## config.mk

```make
export PLATFORM = sky130hd
export DESIGN_NAME = ptpd_regs_flat
export DESIGN_NICKNAME = d
export VERILOG_FILES = /design/src/design/ptpd_pkg.sv /design/src/design/ptpd_if.sv /design/src/design/ptpd_regs.sv /design/src/flat_wrapper.sv
export SDC_FILE = /design/constraint.sdc
export NUM_CORES = 1
export LEC_CHECK = 0
export CORE_AREA = 4 4 223 225
export DETAILED_ROUTE_END_ITERATION = 7
export DIE_AREA = 0 0 227 229
export DONT_BUFFER_PORTS = 1
export PLACE_DENSITY = 0.68
export SKIP_CTS_REPAIR_TIMING = 1
export SLEW_MARGIN = 25
export SYNTH_ARGS = -nofsm -noshare
export SYNTH_HDL_FRONTEND = slang
export SYNTH_SLANG_ARGS = --single-unit
```

## constraint.sdc

```tcl
create_clock -name clk -period 0.85 [get_ports clk]
set_input_delay 0.0425 -clock clk [delete_from_list [all_inputs] [get_ports clk]]
set_output_delay 0.0425 -clock clk [all_outputs]
set_load 0.01 [all_outputs]
```

## src/design/ptpd_pkg.sv

```systemverilog
`default_nettype none
package ptpd_pkg;
    localparam int FRAC_BITS_DEF = 16;
    localparam int NUM_REGS      = 8;
    localparam int CFG_IDX_W     = 3;
    localparam int CFG_DATA_W    = 64;
    localparam int ELEM_W        = 32;
    localparam int PROD_W        = 64;
    localparam int SUM_W         = 64;
    localparam int MAG_W         = 64;

    localparam logic [CFG_IDX_W-1:0] REG_ROW0_C01 = 3'd0;
    localparam logic [CFG_IDX_W-1:0] REG_ROW0_C23 = 3'd1;
    localparam logic [CFG_IDX_W-1:0] REG_ROW1_C01 = 3'd2;
    localparam logic [CFG_IDX_W-1:0] REG_ROW1_C23 = 3'd3;
    localparam logic [CFG_IDX_W-1:0] REG_ROW2_C01 = 3'd4;
    localparam logic [CFG_IDX_W-1:0] REG_ROW2_C23 = 3'd5;
    localparam logic [CFG_IDX_W-1:0] REG_ROW3_C01 = 3'd6;
    localparam logic [CFG_IDX_W-1:0] REG_ROW3_C23 = 3'd7;

    typedef logic signed [ELEM_W-1:0] elem_t;
    typedef elem_t [3:0][3:0] matrix_t;

    typedef struct packed {
        logic [SUM_W-1:0] n_mag;
        logic             neg;
    } div_lane_t;
endpackage
`default_nettype wire

```

## src/design/ptpd_if.sv

```systemverilog
`default_nettype none


interface ptpd_cfg_if;
    logic        valid;
    logic        ready;
    logic [2:0]  index;
    logic [63:0] data;
    modport source (output valid, index, data, input ready);
    modport sink (input valid, index, data, output ready);
endinterface
`default_nettype wire

```

## src/design/ptpd_regs.sv

```systemverilog
`default_nettype none
module ptpd_regs #(
    parameter int FRAC_BITS = 16
) (
    input  wire logic             clk,
    input  wire logic             rst_n,
    ptpd_cfg_if.sink              cfg,
    output ptpd_pkg::matrix_t     matrix
);
    import ptpd_pkg::*;

    localparam logic [CFG_DATA_W-1:0] ONE = CFG_DATA_W'(1) << FRAC_BITS;

    logic [NUM_REGS-1:0][CFG_DATA_W-1:0] regs_reg;

    assign cfg.ready = 1'b1;

    always_ff @(posedge clk or negedge rst_n)
    begin
        if (!rst_n)
        begin
            regs_reg[REG_ROW0_C01] <= ONE << 32;
            regs_reg[REG_ROW0_C23] <= '0;
            regs_reg[REG_ROW1_C01] <= ONE;
            regs_reg[REG_ROW1_C23] <= '0;
            regs_reg[REG_ROW2_C01] <= '0;
            regs_reg[REG_ROW2_C23] <= ONE << 32;
            regs_reg[REG_ROW3_C01] <= '0;
            regs_reg[REG_ROW3_C23] <= ONE;
        end
        else if (cfg.valid)
        begin
            regs_reg[cfg.index] <= cfg.data;
        end
    end

    always_comb
    begin
        for (int r = 0; r < 4; r++)
        begin
            matrix[r][0] = regs_reg[2*r][63:32];
            matrix[r][1] = regs_reg[2*r][31:0];
            matrix[r][2] = regs_reg[2*r+1][63:32];
            matrix[r][3] = regs_reg[2*r+1][31:0];
        end
    end
endmodule
`default_nettype wire

```

## src/flat_wrapper.sv

```systemverilog
// flat-port wrapper written by rule: the top's interface ports become plain ports
module ptpd_regs_flat import ptpd_pkg::*;
#(
    parameter int FRAC_BITS = 16
)
  (clk, rst_n, matrix, cfg_valid, cfg_index, cfg_data, cfg_ready);
  ptpd_cfg_if cfg_i ();
  input  wire logic clk;
  input  wire logic rst_n;
  output ptpd_pkg::matrix_t matrix;
  input wire logic [$bits(cfg_i.valid)-1:0] cfg_valid;
  input wire logic [$bits(cfg_i.index)-1:0] cfg_index;
  input wire logic [$bits(cfg_i.data)-1:0] cfg_data;
  output wire logic [$bits(cfg_i.ready)-1:0] cfg_ready;
  assign cfg_i.valid = cfg_valid;
  assign cfg_i.index = cfg_index;
  assign cfg_i.data = cfg_data;
  assign cfg_ready = cfg_i.ready;
  ptpd_regs #(.FRAC_BITS(FRAC_BITS)) u_core (.clk(clk), .rst_n(rst_n), .cfg(cfg_i), .matrix(matrix));
endmodule
```

# Word level (Yosys, flattened, before mapping)
# Index checks and enable logic that the tools add are counted.
# Widths: inputs -> output; s select.
# op_classes
n_addsub,0
multipliers,0
n_div,0
magnitude_cmp,2
n_eq_ne,0
n_shift,0
muxes,3
n_bitwise,0
reduce_logical,1
# ops
op,count
$bwmux 512,1
$demux 64 s3,1
$mux 64,1
$lt 3x4->1 const B,1
$ge 3x1->1 const B,1
$logic_and 1x1->1,1
# word_totals
register_bits,512
latch_bits,0
ram_bits,0
rom_bits,0
in_bits,70
output_inout_bits,513
mem_count,0

# Logic depth before layout (Yosys ltp)
# logic_depth
word_depth,5
depth_mapped,4
depth_no_buf,2

# Least setup slack after synthesis
# OpenSTA, ideal clock, no wires.
# synth_timing
path_type,input to register
startpoint,in cfg_index[2]
endpoint,"reg u_core.regs_reg, in the netlist u_core.matrix[0]"
setup_time_ns,0.125
arrival_time_ns,0.969
required_ns,0.725
path_slack_ns,-0.244
path_stages,4
path_cell_list,nor4b_2 -> buf_4 -> buf_4 -> mux2_2
# synth_via
elab_chain_cells,5
elab_cells_between_ends,6
# synth_rtl
element,line_no,text
from (decl),flat_wrapper.sv:12,input wire logic [$bits(cfg_i.index)-1:0] cfg_index;
$lt 3x4->1 (implied by the code) or $ge 3x1->1 (tied branches),ptpd_regs.sv:33,regs_reg[cfg.index] <= cfg.data;
$logic_and 1x1->1 (implied by the code),ptpd_regs.sv:33,
$mux 64 (implied by the code),ptpd_regs.sv:33,
$demux 64 s3 *,--,
$bwmux 512 *,ptpd_regs.sv:33,
"to (signal, indexed assignment)",ptpd_regs.sv:22,regs_reg[REG_ROW0_C01] <= ONE << 32;
"to (signal, indexed assignment)",ptpd_regs.sv:27,regs_reg[REG_ROW2_C23] <= ONE << 32;
"to (signal, indexed assignment)",ptpd_regs.sv:33,
to (decl),ptpd_regs.sv:14,logic [NUM_REGS-1:0][CFG_DATA_W-1:0] regs_reg;
# Every way passes the cells marked *; elsewhere a longest branch is shown, timed or not.
# A chain may end at the register's enable or synchronous reset.

# Worst setup path after layout
# layout_timing
startpoint,"reg u_core.regs_reg, in the netlist u_core.matrix[176]"
endpoint,out matrix[176] (netlist bit)
# layout_lines
element,line_no,text
to (decl),flat_wrapper.sv:10,output ptpd_pkg::matrix_t matrix;
# No word-level cell between the ends.

==> flow_metrics.tcl <==
set metrics [dict create \
    outcome "complete, but fails checks" \
    violations "hold timing, setup timing" \
    synth-main-ff-cell "dfrtp_1" \
    antenna_found_initial 2 \
    p_leak_nw 14.2 \
    htree_num_levels 2 \
    min_period_over_period 1.49 \
    cts_made_buffers 53 \
    crit_type "flop to primary output" \
    path_buf_inv 1 \
    clock-sinks 512 \
    layout.nets 1942 \
    synth_commonest_cells "508 x dfrtp_1, 327 x mux2_2, 180 x mux2_4" \
    synthesis.area_sq_um 19900 \
    first_iter_violations 696 \
    grt_use_met3 0.0638 \
    area_delta_synth_final_pct 51.9 \
    synth-seq-cells 512 \
    grt_util_met1 0.243 \
    stdcell_count 2531 \
    path_cells "buf_6" \
    synth_enable_flop_cells 0 \
    overflow 0 \
    p_per_area_nw_per_um2 2800 \
    finalSetupViolCount 675 \
    grt_setup_unrepaired "yes" \
    worst_slack_ns -0.418 \
    root_buffer "clkbuf_16" \
    ant_nets 0 \
    placed_cells 2204 \
    post-dp-hpwl_um 36800 \
    place.gp.congestion 0.791 \
    io-pin-count 583 \
    tightestPinTransition_ns 1.31 \
    drt_pass1_iterations 4 \
    ys.warnings.count 0 \
    cts_tree "yes" \
    cp.arrival_ns 1.23 \
    synth_area_per_cell_sq_um 18.3 \
    rows 80 \
    critical_path.top_delay_family "flip-flops" \
    grt_max_degree 513 \
    worstSkewPairLatency_ns 0.58 \
    postLayoutCoreUtil 0.636 \
    hold_path.class "input port to asynchronous set/reset pin" \
    slew_viol_final 0 \
    critPathSlowestCell "dfstp_2" \
    cp_max_fo 2 \
    drive_above_1_share 0.690 \
    synth_cell_types 14 \
    fp.dieArea_sq_um 52000 \
    ys_seq_area_frac 0.644 \
    clock_skew_ns 0 \
    vdd_drop_max_mv 2.31 \
    drc 0 \
    start_kind "flop" \
    end_kind "primary output" \
    grt_busiest_layer "met2" \
    yosysTopAreaCell "dfrtp_1" \
    detail_route.vias_per_cell 5.04 \
    clk_pin_slew_worst_paths_ns 0.06 \
    num_vias 12800 \
    io_buffers 0 \
    syn_inst 1089 \
    grt_pass1_wl_um 80800 \
    synth_top_area_share 0.639 \
    synthTopCellsByArea "dfrtp_1 64%, mux2_2 19%, mux2_4 14%" \
    clock_path_buffers 3 \
    slowest_delay_ns 0.54 \
    die_h_um 229 \
    ys_async_sr_fraction 1.00 \
    largest_reg_flops 512 \
    grt_usage 0.200 \
    max_freq_mhz 788 \
    core_area_sq_um 47500 \
    finalCriticalPeriod_ns 1.27 \
    use_met2 0.329 \
    r2r_slack_ns -0.18 \
    slew_headroom 0.127 \
    cap_violations 0 \
    fin_hold_ws_ns -0.854 \
    grt_pass1_vias 12800 \
    die_w_um 227 \
    syn_nets 1159 \
    synth.most_common_cell "dfrtp_1" \
    hold_violations 560 \
    required_ns 0.81 \
    wl_um 61700 \
    avgRoutedWirePerCell_um 24.4 \
    start_util 0.419 \
]
## area by class of cell
type	count	area (sq um)
Timing Repair Buffer	784	8190
Fill cell	3101	17300
Antenna cell	2	5.00
Tap cell	615	769
Sequential cell	512	12800
Clock inverter	18	255
Multi-Input combinational cell	521	6610
Clock buffer	79	1580
## worst paths after layout
path,cells past startpoint,to,from
worst max-delay path,1,matrix[176],u_core.matrix[176]$_DFFE_PN1P_
worst min-delay path,0,u_core.matrix[488]$_DFFE_PN0P_,rst_n
max in group asynchronous,0,u_core.matrix[257]$_DFFE_PN0P_,rst_n
worst min register to register,1,u_core.matrix[480]$_DFFE_PN0P_,u_core.matrix[480]$_DFFE_PN0P_
worst max register to register,3,u_core.matrix[259]$_DFFE_PN0P_,u_core.matrix[259]$_DFFE_PN0P_
min in group clk,3,u_core.matrix[0]$_DFFE_PN0P_,cfg_index[2]
## metal layers
metal / wire (um) / part of all wire / vias to the layer above
li1: - / - / 5427
met1: 23200 / 0.38 / 6665
met2: 31000 / 0.50 / 517
met3: 4860 / 0.079 / 159
met4: 2640 / 0.043 / 0
met5: 0 / 0 / -
## power by group
part	switching, W	leakage [nW]	total (W)	internal (W)
Sequential	0.00434	6.14	0.0342	0.0298
Clock	0.00981	0.893	0.0244	0.0146
Combinational	0.00909	7.22	0.0262	0.0171
Total	0.0232	14.2	0.0848	0.0615
## cells by family after synthesis
group,count (synthesis),share of synthesized area
multiplexers,512,0.324
buffers and inverters,56,0.0274
AND/OR/NAND/NOR,8,0.00459
other,1,0.000188
flip-flops,512,0.644
## metrics by stage
step	area, sq um	hold slack, ns	power (W)	setup TNS [ns]	setup WS (ns)
5_1_grt	30200	-0.887	0.0881	-190.17	-0.471
3_3_place_gp	24600	-0.238	0.0521	-121.58	-0.384
3_5_place_dp	24600	-0.240	0.0527	-130.17	-0.423
6_report	30200	-0.854	0.0848	-161.42	-0.418
4_1_cts	26400	-0.893	0.0773	-181.34	-0.486
2_1_floorplan	20100	-0.253	0.0417	-57.82	-0.216
## placed cells by master, fill, tap and decap left out
master and n:
and4bb_4 3, buf_12 18, buf_4 192, buf_6 510
bufinv_16 6, clkbuf_1 13, clkbuf_16 55, clkbuf_8 11
clkinv_2 7, clkinv_4 1, clkinvlp_4 3, conb_1 1
dfrtp_1 508, dfstp_2 4, diode_2 2, dlygate4sd3_1 64
inv_6 1, mux2_1 5, mux2_2 315, mux2_4 192
nand4_4 1, nand4b_1 3, nor4b_4 1
(Power assumes the default switching activity.)
